--- src/rtl/sha256_pkg.sv ---
`timescale 1ns / 1ps

package sha256_pkg;

    // widths of the stream payloads
    localparam int BYTE_W     = 8;
    localparam int WORD_W     = 32;
    localparam int IDX_W      = 3;
    localparam int OUT_DATA_W = 40;
    localparam int ROUND_W    = 6;
    localparam int WIN_DEPTH  = 16;
    localparam int PEND_W     = 6;
    localparam int BLK_W      = 55;
    localparam int LEN_W      = 64;

    // padding codes and bounds
    localparam logic [BYTE_W-1:0] PAD_MARK     = 8'h80;
    localparam logic [BYTE_W-1:0] PAD_ZERO     = 8'h00;
    localparam logic [PEND_W-1:0] PEND_LAST    = 6'd63;
    localparam logic [PEND_W-1:0] PEND_PRE_LEN = 6'd55;
    localparam logic [ROUND_W-1:0] ROUND_LAST  = 6'd63;
    localparam logic [IDX_W-1:0]  IDX_LAST     = 3'd7;

    // initial chaining value
    localparam logic [WORD_W-1:0] IV [8] = '{
        32'h6a09e667, 32'hbb67ae85, 32'h3c6ef372, 32'ha54ff53a,
        32'h510e527f, 32'h9b05688c, 32'h1f83d9ab, 32'h5be0cd19
    };

    // control from the sequencer to the compression core
    typedef struct packed {
        logic              byte_en;
        logic              word_en;
        logic              start;
        logic              reinit;
        logic [BYTE_W-1:0] data;
        logic [IDX_W-1:0]  rd_idx;
    } core_ctrl_t;

    function automatic logic [WORD_W-1:0] ror(input logic [WORD_W-1:0] x,
                                              input int unsigned n);
        ror = (x >> n) | (x << (WORD_W - n));
    endfunction

    function automatic logic [WORD_W-1:0] big_sigma0(input logic [WORD_W-1:0] x);
        big_sigma0 = ror(x, 2) ^ ror(x, 13) ^ ror(x, 22);
    endfunction

    function automatic logic [WORD_W-1:0] big_sigma1(input logic [WORD_W-1:0] x);
        big_sigma1 = ror(x, 6) ^ ror(x, 11) ^ ror(x, 25);
    endfunction

    function automatic logic [WORD_W-1:0] small_sigma0(input logic [WORD_W-1:0] x);
        small_sigma0 = ror(x, 7) ^ ror(x, 18) ^ (x >> 3);
    endfunction

    function automatic logic [WORD_W-1:0] small_sigma1(input logic [WORD_W-1:0] x);
        small_sigma1 = ror(x, 17) ^ ror(x, 19) ^ (x >> 10);
    endfunction

    // round constants
    function automatic logic [WORD_W-1:0] round_k(input logic [ROUND_W-1:0] t);
        case (t)
            6'd0:  round_k = 32'h428a2f98;
            6'd1:  round_k = 32'h71374491;
            6'd2:  round_k = 32'hb5c0fbcf;
            6'd3:  round_k = 32'he9b5dba5;
            6'd4:  round_k = 32'h3956c25b;
            6'd5:  round_k = 32'h59f111f1;
            6'd6:  round_k = 32'h923f82a4;
            6'd7:  round_k = 32'hab1c5ed5;
            6'd8:  round_k = 32'hd807aa98;
            6'd9:  round_k = 32'h12835b01;
            6'd10: round_k = 32'h243185be;
            6'd11: round_k = 32'h550c7dc3;
            6'd12: round_k = 32'h72be5d74;
            6'd13: round_k = 32'h80deb1fe;
            6'd14: round_k = 32'h9bdc06a7;
            6'd15: round_k = 32'hc19bf174;
            6'd16: round_k = 32'he49b69c1;
            6'd17: round_k = 32'hefbe4786;
            6'd18: round_k = 32'h0fc19dc6;
            6'd19: round_k = 32'h240ca1cc;
            6'd20: round_k = 32'h2de92c6f;
            6'd21: round_k = 32'h4a7484aa;
            6'd22: round_k = 32'h5cb0a9dc;
            6'd23: round_k = 32'h76f988da;
            6'd24: round_k = 32'h983e5152;
            6'd25: round_k = 32'ha831c66d;
            6'd26: round_k = 32'hb00327c8;
            6'd27: round_k = 32'hbf597fc7;
            6'd28: round_k = 32'hc6e00bf3;
            6'd29: round_k = 32'hd5a79147;
            6'd30: round_k = 32'h06ca6351;
            6'd31: round_k = 32'h14292967;
            6'd32: round_k = 32'h27b70a85;
            6'd33: round_k = 32'h2e1b2138;
            6'd34: round_k = 32'h4d2c6dfc;
            6'd35: round_k = 32'h53380d13;
            6'd36: round_k = 32'h650a7354;
            6'd37: round_k = 32'h766a0abb;
            6'd38: round_k = 32'h81c2c92e;
            6'd39: round_k = 32'h92722c85;
            6'd40: round_k = 32'ha2bfe8a1;
            6'd41: round_k = 32'ha81a664b;
            6'd42: round_k = 32'hc24b8b70;
            6'd43: round_k = 32'hc76c51a3;
            6'd44: round_k = 32'hd192e819;
            6'd45: round_k = 32'hd6990624;
            6'd46: round_k = 32'hf40e3585;
            6'd47: round_k = 32'h106aa070;
            6'd48: round_k = 32'h19a4c116;
            6'd49: round_k = 32'h1e376c08;
            6'd50: round_k = 32'h2748774c;
            6'd51: round_k = 32'h34b0bcb5;
            6'd52: round_k = 32'h391c0cb3;
            6'd53: round_k = 32'h4ed8aa4a;
            6'd54: round_k = 32'h5b9cca4f;
            6'd55: round_k = 32'h682e6ff3;
            6'd56: round_k = 32'h748f82ee;
            6'd57: round_k = 32'h78a5636f;
            6'd58: round_k = 32'h84c87814;
            6'd59: round_k = 32'h8cc70208;
            6'd60: round_k = 32'h90befffa;
            6'd61: round_k = 32'ha4506ceb;
            6'd62: round_k = 32'hbef9a3f7;
            6'd63: round_k = 32'hc67178f2;
            default: round_k = 32'h0;
        endcase
    endfunction

endpackage

--- src/rtl/sha256_core.sv ---
`timescale 1ns / 1ps

module sha256_core (
    input  logic                           aclk,
    input  logic                           aresetn,
    input  sha256_pkg::core_ctrl_t         ctrl,
    output logic                           done,
    output logic [sha256_pkg::WORD_W-1:0]  rd_word
);

    typedef enum logic [1:0] {
        C_IDLE,
        C_RUN,
        C_ADD
    } core_state_t;

    core_state_t                          state_reg, state_next;
    logic [sha256_pkg::ROUND_W-1:0]       rnd_reg, rnd_next;
    logic [sha256_pkg::WORD_W-1:0]        chain_reg [8];
    logic [sha256_pkg::WORD_W-1:0]        chain_next [8];
    logic [sha256_pkg::WORD_W-1:0]        v_reg [8];
    logic [sha256_pkg::WORD_W-1:0]        v_next [8];
    logic [sha256_pkg::WORD_W-1:0]        win_reg [sha256_pkg::WIN_DEPTH];
    logic [sha256_pkg::WORD_W-1:0]        win_next [sha256_pkg::WIN_DEPTH];
    logic [23:0]                          acc_reg, acc_next;
    logic [sha256_pkg::WORD_W-1:0]        t1, t2, w_new, word_in;

    assign done    = (state_reg == C_ADD);
    assign rd_word = chain_reg[ctrl.rd_idx];
    assign word_in = {acc_reg, ctrl.data};

    // one round of the compression and one step of the message schedule
    always_comb begin
        t1 = v_reg[7] + sha256_pkg::big_sigma1(v_reg[4])
           + ((v_reg[4] & v_reg[5]) ^ (~v_reg[4] & v_reg[6]))
           + sha256_pkg::round_k(rnd_reg) + win_reg[0];
        t2 = sha256_pkg::big_sigma0(v_reg[0])
           + ((v_reg[0] & v_reg[1]) ^ (v_reg[0] & v_reg[2]) ^ (v_reg[1] & v_reg[2]));
        w_new = sha256_pkg::small_sigma1(win_reg[14]) + win_reg[9]
              + sha256_pkg::small_sigma0(win_reg[1]) + win_reg[0];
    end

    // sequencer for rounds, byte loading and chaining update
    always_comb begin
        state_next = state_reg;
        rnd_next   = rnd_reg;
        chain_next = chain_reg;
        v_next     = v_reg;
        win_next   = win_reg;
        acc_next   = acc_reg;

        // byte loading into the schedule window
        if (ctrl.byte_en) begin
            acc_next = word_in[23:0];
            if (ctrl.word_en) begin
                for (int i = 0; i < sha256_pkg::WIN_DEPTH - 1; i++) begin
                    win_next[i] = win_reg[i+1];
                end
                win_next[sha256_pkg::WIN_DEPTH-1] = word_in;
            end
        end

        case (state_reg)
            C_IDLE: begin
                if (ctrl.start) begin
                    v_next     = chain_reg;
                    rnd_next   = '0;
                    state_next = C_RUN;
                end
            end
            C_RUN: begin
                v_next[7] = v_reg[6];
                v_next[6] = v_reg[5];
                v_next[5] = v_reg[4];
                v_next[4] = v_reg[3] + t1;
                v_next[3] = v_reg[2];
                v_next[2] = v_reg[1];
                v_next[1] = v_reg[0];
                v_next[0] = t1 + t2;
                for (int i = 0; i < sha256_pkg::WIN_DEPTH - 1; i++) begin
                    win_next[i] = win_reg[i+1];
                end
                win_next[sha256_pkg::WIN_DEPTH-1] = w_new;
                rnd_next = rnd_reg + 1'b1;
                if (rnd_reg == sha256_pkg::ROUND_LAST) begin
                    state_next = C_ADD;
                end
            end
            C_ADD: begin
                for (int i = 0; i < 8; i++) begin
                    chain_next[i] = chain_reg[i] + v_reg[i];
                end
                state_next = C_IDLE;
            end
            default: begin
                state_next = C_IDLE;
            end
        endcase

        // back to the initial value for the next message
        if (ctrl.reinit) begin
            chain_next = sha256_pkg::IV;
        end
    end

    // state and chaining value
    always_ff @(posedge aclk) begin
        if (!aresetn) begin
            state_reg <= C_IDLE;
            rnd_reg   <= '0;
            chain_reg <= sha256_pkg::IV;
        end else begin
            state_reg <= state_next;
            rnd_reg   <= rnd_next;
            chain_reg <= chain_next;
        end
    end

    // working variables and schedule window
    always_ff @(posedge aclk) begin
        v_reg   <= v_next;
        win_reg <= win_next;
        acc_reg <= acc_next;
    end

endmodule

--- src/rtl/sha256_stream_hasher_unit.sv ---
`timescale 1ns / 1ps

// SHA-256 hasher fed one message byte per input word.
// Input channel s_*: s_tuser = 0 carries a message byte in s_tdata, s_tuser = 1
// finishes the message (s_tdata ignored). Output channel m_*: eight digest words,
// H0 first, m_tlast on the eighth.
// Input bytes are taken one per cycle while s_tready is high; the 64th byte of a
// block starts the compression, 64 rounds on one shared round unit followed by
// the chaining add, and s_tready stays low until the chaining add is done.
// Finish: padding bytes are fed through the same byte path, one per cycle, then
// one or two compressions run before the first digest word shows up.
// Digest words leave through an output register at one word per cycle while
// m_tready is high; a stall holds the word, and no input is taken until the
// eighth word is taken, after which the hasher is ready for a new message.
// Reset (aresetn low, synchronous) loads the initial hash value, clears the
// byte and block counts and drops m_tvalid.

module sha256_stream_hasher_unit (
    input  logic                                aclk,
    input  logic                                aresetn,
    input  logic                                s_tvalid,
    output logic                                s_tready,
    input  logic [sha256_pkg::BYTE_W-1:0]       s_tdata,   // [7:0] data_byte
    input  logic                                s_tuser,   // [0] req_type
    output logic                                m_tvalid,
    input  logic                                m_tready,
    output logic [sha256_pkg::OUT_DATA_W-1:0]   m_tdata,   // [31:0] digest_word,
                                                           // [34:32] word_index, zeros above
    output logic                                m_tlast    // last_word
);

    typedef enum logic [2:0] {
        ST_IDLE,
        ST_PAD,
        ST_LEN,
        ST_COMP,
        ST_OUT
    } state_t;

    state_t                                 state_reg, state_next;
    logic [sha256_pkg::PEND_W-1:0]          pend_reg, pend_next;
    logic [sha256_pkg::BLK_W-1:0]           blk_reg, blk_next;
    logic [sha256_pkg::LEN_W-1:0]           len_reg, len_next;
    logic                                   fin_reg, fin_next;
    logic                                   lenph_reg, lenph_next;
    logic [sha256_pkg::IDX_W-1:0]           idx_reg, idx_next;
    logic                                   m_tvalid_reg, m_tvalid_next;
    logic [sha256_pkg::OUT_DATA_W-1:0]      m_tdata_reg, m_tdata_next;
    logic                                   m_tlast_reg, m_tlast_next;
    logic                                   push_en;
    logic [sha256_pkg::BYTE_W-1:0]          push_data;
    sha256_pkg::core_ctrl_t                 ctrl;
    logic                                   core_done;
    logic [sha256_pkg::WORD_W-1:0]          core_word;

    sha256_core u_core (
        .aclk    (aclk),
        .aresetn (aresetn),
        .ctrl    (ctrl),
        .done    (core_done),
        .rd_word (core_word)
    );

    assign s_tready = (state_reg == ST_IDLE);
    assign m_tvalid = m_tvalid_reg;
    assign m_tdata  = m_tdata_reg;
    assign m_tlast  = m_tlast_reg;

    // sequencer: byte loading, padding, compression wait, digest output
    always_comb begin
        state_next    = state_reg;
        pend_next     = pend_reg;
        blk_next      = blk_reg;
        len_next      = len_reg;
        fin_next      = fin_reg;
        lenph_next    = lenph_reg;
        idx_next      = idx_reg;
        m_tvalid_next = m_tvalid_reg;
        m_tdata_next  = m_tdata_reg;
        m_tlast_next  = m_tlast_reg;
        push_en       = 1'b0;
        push_data     = sha256_pkg::PAD_ZERO;
        ctrl          = '0;
        ctrl.rd_idx   = idx_reg;

        case (state_reg)
            ST_IDLE: begin
                if (s_tvalid) begin
                    push_en = 1'b1;
                    if (!s_tuser) begin
                        push_data = s_tdata;
                    end else begin
                        push_data = sha256_pkg::PAD_MARK;
                        fin_next  = 1'b1;
                        len_next  = {blk_reg, pend_reg, 3'b000};
                    end
                end
            end
            ST_PAD: begin
                push_en = 1'b1;
            end
            ST_LEN: begin
                push_en   = 1'b1;
                push_data = len_reg[sha256_pkg::LEN_W-1 -: sha256_pkg::BYTE_W];
                len_next  = {len_reg[sha256_pkg::LEN_W-sha256_pkg::BYTE_W-1:0],
                             sha256_pkg::PAD_ZERO};
            end
            ST_COMP: begin
                if (core_done) begin
                    if (!fin_reg) begin
                        state_next = ST_IDLE;
                    end else if (lenph_reg) begin
                        state_next = ST_OUT;
                        idx_next   = '0;
                    end else begin
                        state_next = ST_PAD;
                    end
                end
            end
            ST_OUT: begin
                if (!m_tvalid_reg) begin
                    // first digest word
                    m_tvalid_next = 1'b1;
                    m_tdata_next  = {5'b00000, idx_reg, core_word};
                    m_tlast_next  = (idx_reg == sha256_pkg::IDX_LAST);
                end else if (m_tready) begin
                    if (m_tlast_reg) begin
                        m_tvalid_next = 1'b0;
                        m_tlast_next  = 1'b0;
                        ctrl.reinit   = 1'b1;
                        pend_next     = '0;
                        blk_next      = '0;
                        fin_next      = 1'b0;
                        lenph_next    = 1'b0;
                        state_next    = ST_IDLE;
                    end else begin
                        idx_next     = idx_reg + 1'b1;
                        ctrl.rd_idx  = idx_next;
                        m_tdata_next = {5'b00000, idx_next, core_word};
                        m_tlast_next = (idx_next == sha256_pkg::IDX_LAST);
                    end
                end
            end
            default: begin
                state_next = ST_IDLE;
            end
        endcase

        // common byte path into the core
        if (push_en) begin
            ctrl.byte_en = 1'b1;
            ctrl.word_en = (pend_reg[1:0] == 2'b11);
            ctrl.data    = push_data;
            pend_next    = pend_reg + 1'b1;
            if (pend_reg == sha256_pkg::PEND_LAST) begin
                ctrl.start = 1'b1;
                blk_next   = blk_reg + 1'b1;
                state_next = ST_COMP;
            end else if (fin_next && pend_reg == sha256_pkg::PEND_PRE_LEN) begin
                lenph_next = 1'b1;
                state_next = ST_LEN;
            end else if (fin_next) begin
                state_next = (lenph_reg) ? ST_LEN : ST_PAD;
            end else begin
                state_next = ST_IDLE;
            end
        end
    end

    // state and registered outputs
    always_ff @(posedge aclk) begin
        if (!aresetn) begin
            state_reg    <= ST_IDLE;
            pend_reg     <= '0;
            blk_reg      <= '0;
            fin_reg      <= 1'b0;
            lenph_reg    <= 1'b0;
            idx_reg      <= '0;
            m_tvalid_reg <= 1'b0;
            m_tlast_reg  <= 1'b0;
        end else begin
            state_reg    <= state_next;
            pend_reg     <= pend_next;
            blk_reg      <= blk_next;
            fin_reg      <= fin_next;
            lenph_reg    <= lenph_next;
            idx_reg      <= idx_next;
            m_tvalid_reg <= m_tvalid_next;
            m_tlast_reg  <= m_tlast_next;
        end
    end

    // payload registers
    always_ff @(posedge aclk) begin
        len_reg     <= len_next;
        m_tdata_reg <= m_tdata_next;
    end

endmodule

--- config.mk ---
export PLATFORM = sky130hd
export DESIGN_NAME = sha256_stream_hasher_unit
export DESIGN_NICKNAME = d
export VERILOG_FILES = /design/src/rtl/sha256_pkg.sv /design/src/rtl/sha256_core.sv /design/src/rtl/sha256_stream_hasher_unit.sv
export SDC_FILE = /design/constraint.sdc
export NUM_CORES = 2
export LEC_CHECK = 0
export BUFFER_PORTS_ARGS = -buffer_cell sky130_fd_sc_hd__buf_2
export CAP_MARGIN = 40
export CORE_AREA = 2 2 518 366
export CTS_BUF_LIST = sky130_fd_sc_hd__clkbuf_4
export DETAILED_ROUTE_END_ITERATION = 6
export DIE_AREA = 0 0 520 368
export GPL_TIMING_DRIVEN = 0
export PLACE_DENSITY_LB_ADDON = 0.12
export SYNTH_ARGS = -nofsm -noshare
export SYNTH_HDL_FRONTEND = slang
export SYNTH_SLANG_ARGS = --single-unit
--- constraint.sdc ---
create_clock -name aclk -period 14.49 [get_ports aclk]
set_input_delay 1.449 -clock aclk [delete_from_list [all_inputs] [get_ports aclk]]
set_output_delay 1.449 -clock aclk [all_outputs]
set_load 0.05 [all_outputs]
=== Word level (Yosys, flattened, before mapping) ===
Memory sizes are Yosys's and may differ from the RTL's. A register that Yosys moved wholly into a read port is not among the register bits.
Cells that the tools add are included.

* Add/subtract/negate cells: 22
* Magnitude comparators: 1
* Equal/unequal tests: 26
* Multiplexer cells: 83
* Bitwise operators: 29
* Reductions and logical operators: 24

{| class="wikitable"
|+ Operators with widths
! kind !! number
|-
| 2-to-1 mux 512 bit || 3
|-
| adder 32 bit || 18
|-
| case mux 256 bit (2 select lines) || 1
|-
| 2-to-1 mux 55 bit || 6
|-
| bitwise XOR 32 bit || 9
|-
| 2-to-1 mux 256 bit || 1
|-
| AND 32 bit || 5
|-
| 2-to-1 mux 64 bit || 2
|-
| case mux 64 bit (2 select lines) || 1
|-
| binary-select mux 32 bit (select 3 bit) || 1
|-
| 2-to-1 mux 40 bit || 2
|-
| 2-to-1 mux 32 bit || 2
|-
| adder 55 x 1 -> 55 bit (second input constant) || 1
|-
| 2-to-1 mux 6 bit || 8
|-
| 2-to-1 mux 3 bit || 15
|-
| 2-to-1 mux 35 bit || 1
|-
| inverter 32 bit || 1
|-
| bitwise OR 10 x 32 -> 32 bit || 1
|-
| bitwise OR 13 x 32 -> 32 bit || 1
|-
| bitwise OR 14 x 32 -> 32 bit || 1
|-
| bitwise OR 15 x 32 -> 32 bit || 1
|-
| bitwise OR 19 x 32 -> 32 bit || 1
|-
| bitwise OR 21 x 32 -> 32 bit || 1
|-
| bitwise OR 25 x 32 -> 32 bit || 1
|-
| 38 further kinds || 101
|}

* Bits in registers: 1231
* ROM bits: 2048
* Input bits: 13
* Output and inout bits: 43
* Logic and storage cells: 232
* Memories kept: 1

{| class="wikitable"
|+ Memories
! name !! depth !! width !! rd ports !! clocked after Yosys merged registers in !! write ports !! RTL line !! source
|-
| (name not given) || 64 || 32 || 1 || 1 || 0 || sha256_pkg.sv:63 || <nowiki>case (t)</nowiki>
|}

=== Logic depth before layout (Yosys ltp) ===
* Word-level depth: 12
* Mapped depth: 35
* Mapped depth without buffers: 34

=== By module ===
From an unflattened synthesis, not the netlist that was laid out.

* Cells, all modules: 7266
* Area, all modules: 74094.8 um2

{| class="wikitable"
|+ Modules (own cells, without submodules)
! module !! times used !! cells each !! area each (um2) !! sequential area each (um2)
|-
| sha256_core || 1 || 6596 || 66653.9 || 29708.5
|-
| sha256_stream_hasher_unit || 1 || 670 || 7440.9 || 4304.1
|}

=== Least setup slack after synthesis ===
Ideal clock, no wire load.

* Kind: input port to flip-flop
* From: input s_tvalid
* To: register u_core.win_reg[0] (netlist name) (enable)
* Setup time: 3.669 ns
* Data arrival time: 10.715 ns
* Data required time: 10.821 ns
* Setup slack: 0.106 ns
* Stages: 5
* Buffers on the path: 0
* Cells stage by stage: or3_4 -> nand2_1 -> inv_1 -> nand2_1 -> nand2_1

{| class="wikitable"
|+ RTL lines
! what !! RTL line !! source
|-
| start: declaration || sha256_stream_hasher_unit.sv:21 || <nowiki>input logic s_tvalid,</nowiki>
|-
| end signal: assignment || sha256_core.sv:122 || <nowiki>win_reg <= win_next;</nowiki>
|-
| end: declaration || sha256_core.sv:23 || <nowiki>logic [sha256_pkg::WORD_W-1:0] win_reg [sha256_pkg::WIN_DEPTH];</nowiki>
|}

==> run summary <==
Crit Path Class: flop to flop
Post-Synth Simple-Gate Area: 0.1249
PostCTS Resize Cnt: 0
Setup Viol. Count Final: 0
Share of layout cells above drive strength 1: 0.1332
Slowest cell on crit path: a32oi_1
Drt drc: 1
Slew HR: 0.2627
Worst-path clk slew: 0.07 ns
Final GP Congestion: 0.9939
Final Hold Fails: 0
Crit end category: flop
Worst setup margin: 3.420 ns
Peak supply drop: 57.99 uV
Power Density: 90.99 nW/um2
Commonest cells after routing, fill and taps aside: 1181 x nand2_1, 888 x edfxtp_1, 545 x a21oi_1
Cell count of the worst reg-to-reg path: 34
#FFs+latches synth: 1255
Mapped Cells: 7206
Core area: 186500 um2
GR peak layer: met1
Max Clk Rate: 0.09033 GHz
Dominant synthesized flop cell: edfxtp_1
Post-synthesis sequential area ratio: 0.4592
Reg-to-Reg Start: u_core.v_reg[123]
Post-Synth XOR/XNOR Area: 0.06857
Initial antenna violation count: 19
HPWL after DPL: 255.3 mm
Largest family of logic cells by synthesized area: compound AO/OA/AOI/OAI gates
Ys async rst share: 0
RSZ-0062 raised after global routing: no
Final worst path period share: 0.7640
Commonest non-fill, non-tap cell in the layout: nand2_1
Yosys warns: 0
Post-CTS setup buffer count: 0
Crit. Startpoint: u_core.v_reg[123]
Clock Sinks: 1255
Grt met2 use: 0.3846
Worst slew pin tran: 1.106 ns
Final Critical Period: 11.07 ns
Setup Skew: 0.1384 ns
Worst R2R End: u_core.v_reg[255]
Via count: 61884
Avg Vias per Cell: 5.881
Max_cap viols: 0
EDFF count, synth: 888
Largest net degree at the start of global routing: 100
Failing checks: design-rule violations
DIE WIDTH: 520 um
Initial Util: 0.3970
Hold Crit Class: flop to flop
Hold Buf Count CTS: 0
Syn Std Cell Area: 74060 um2
Syn_area_per_cell: 10.28 um2
Synth Area in Compound Gates: 0.1473
# nets final: 8355
M1 GR Usage: 0.5361
CP max FO: 7
Worst EP arrival: 11.92 ns
Final Max Slew Viols: 0
Adder-cell share of the synthesized area: 0.1222
Syn-to-layout area delta: 13.41%
Status: finished, violations left
Cell repeated most along the worst path: fa_1
Die area: 191400 um2
Fill count: 17944
Yosys cell types: 121
Final wirelength: 323.4 mm
Drt pass-1 iters: 7
Num ports: 56
R2R Setup Slk: 3.42 ns
First-pass GRT wire length: 439.9 mm
Dpl ws: 3.796 ns
GRT Total Usage: 0.3283
Fin util: 0.4503
Vias in the first global route: 55437
Worst endpoint required time: 15.34 ns
Clock H-tree levels: 5
Root Driver: clkbuf_4
Post-route antenna net violation count: 0
Worst skew pair latency: 1.25 ns
Clock tree buffer depth: 4
TritonCTS clock tree: yes
Post-synthesis mux area share: 0.04000
Lkg Pwr: 33.18 nW
WL per Instance: 30.73 um
Critical path capture point: u_core.v_reg[255]
Met3 Resource Use GR: 0.1250
Max reg flops: 512
Buffers added on ports: 50
Die height: 368 um
FP Rows: 133
Startpoint types: flop
CTS Buf Count: 339
Remaining Overflow, GRT: 0
CP max stage delay: 0.83 ns
DR iter-0 viols: 9348
kinds of logic after synthesis:
kind of cell | count (synthesis)
AND/OR/NAND/NOR | 2110
AO/OA/AOI/OAI | 1730
flip-flops | 1255
buffers and inverters | 716
adder cells (fa/ha/maj) | 611
XOR/XNOR | 579
multiplexers | 204
other | 1
final cells by class:
class	count	area [um2]	share of cell area
antenna	5	12.51	0.0001490
buffer	351	1456	0.01734
clock buffer	526	3949	0.04701
clock inverter	83	498.0	0.005928
inverter	365	1378	0.01640
multi-input combinational	5239	37310	0.4442
sequential	1255	34010	0.4049
tap	2497	3124	0.03719
timing repair buffer	202	2258	0.02689
metal layers:
metal / wire length [um] / vias to the layer above
met5: 135 / -
met4: 7271 / 10
met3: 45440 / 412
met2: 112600 / 3652
met1: 157900 / 30791
li1: - / 27019
through the flow:
| step | TNS (ns) | total power, mW | hold slack, ns | instance area [um2] | cells |
|---|---|---|---|---|---|
| floorplan | 0 | 4.161 | 0.4003 | 74080 | 7210 |
| global placement | -4515.06 | 4.308 | 0.4002 | 77450 | 9757 |
| detailed placement | 0 | 4.302 | 0.4045 | 79380 | 9894 |
| CTS | 0 | 7.702 | 0.3434 | 83830 | 10503 |
| global route | 0 | 7.917 | 0.3648 | 83990 | 10520 |
| finish | 0 | 7.643 | 0.3916 | 84000 | 10523 |
report_power, final:
group / internal, mW / switching (mW) / total, mW
clock network: 1.76 / 1.65 / 3.40
registers: 3.84 / 0.0198 / 3.85
logic: 0.130 / 0.256 / 0.385
worst min path at each step:
stage | start | endpoint | slack [ns] | cells past startpoint
after global routing | u_core.win_reg[1] | u_core.win_reg[33] | 0.36 | 0
after floorplan | u_core.win_reg[68] | u_core.win_reg[100] | 0.40 | 0
after CTS | u_core.win_reg[1] | u_core.win_reg[33] | 0.34 | 0
after global placement | u_core.win_reg[153] | u_core.win_reg[185] | 0.40 | 0
final | u_core.win_reg[365] | u_core.win_reg[397] | 0.39 | 0
after detailed placement | u_core.win_reg[73] | u_core.win_reg[105] | 0.40 | 0
worst max-delay path, delay by kind of cell (launching register included):
family / cells / cell delay (ns)
flip-flops: 1 / 0.40
adder cells (fa/ha/maj): 6 / 2.79
AND/OR/NAND/NOR: 7 / 0.98
AO/OA/AOI/OAI: 13 / 4.26
buffers and inverters: 4 / 0.89
XOR/XNOR: 4 / 1.45
synth_stat cells (all sizes together) (96+ instances only):
| master | n | area share |
|---|---|---|
| o21ai | 424 | 0.029 |
| dfxtp | 367 | 0.099 |
| xnor2 | 391 | 0.046 |
| clkbuf | 270 | 0.014 |
| nand2 | 1186 | 0.060 |
| o211ai | 108 | 0.011 |
| fa | 195 | 0.053 |
| mux2 | 96 | 0.015 |
| a21o | 184 | 0.019 |
| inv | 363 | 0.018 |
| nor2 | 356 | 0.018 |
| nand3 | 137 | 0.0093 |
| xor2 | 188 | 0.022 |
| ha | 394 | 0.067 |
| a21oi | 546 | 0.037 |
| edfxtp | 888 | 0.36 |
Note: power is estimated with default switching activity, not from simulation.
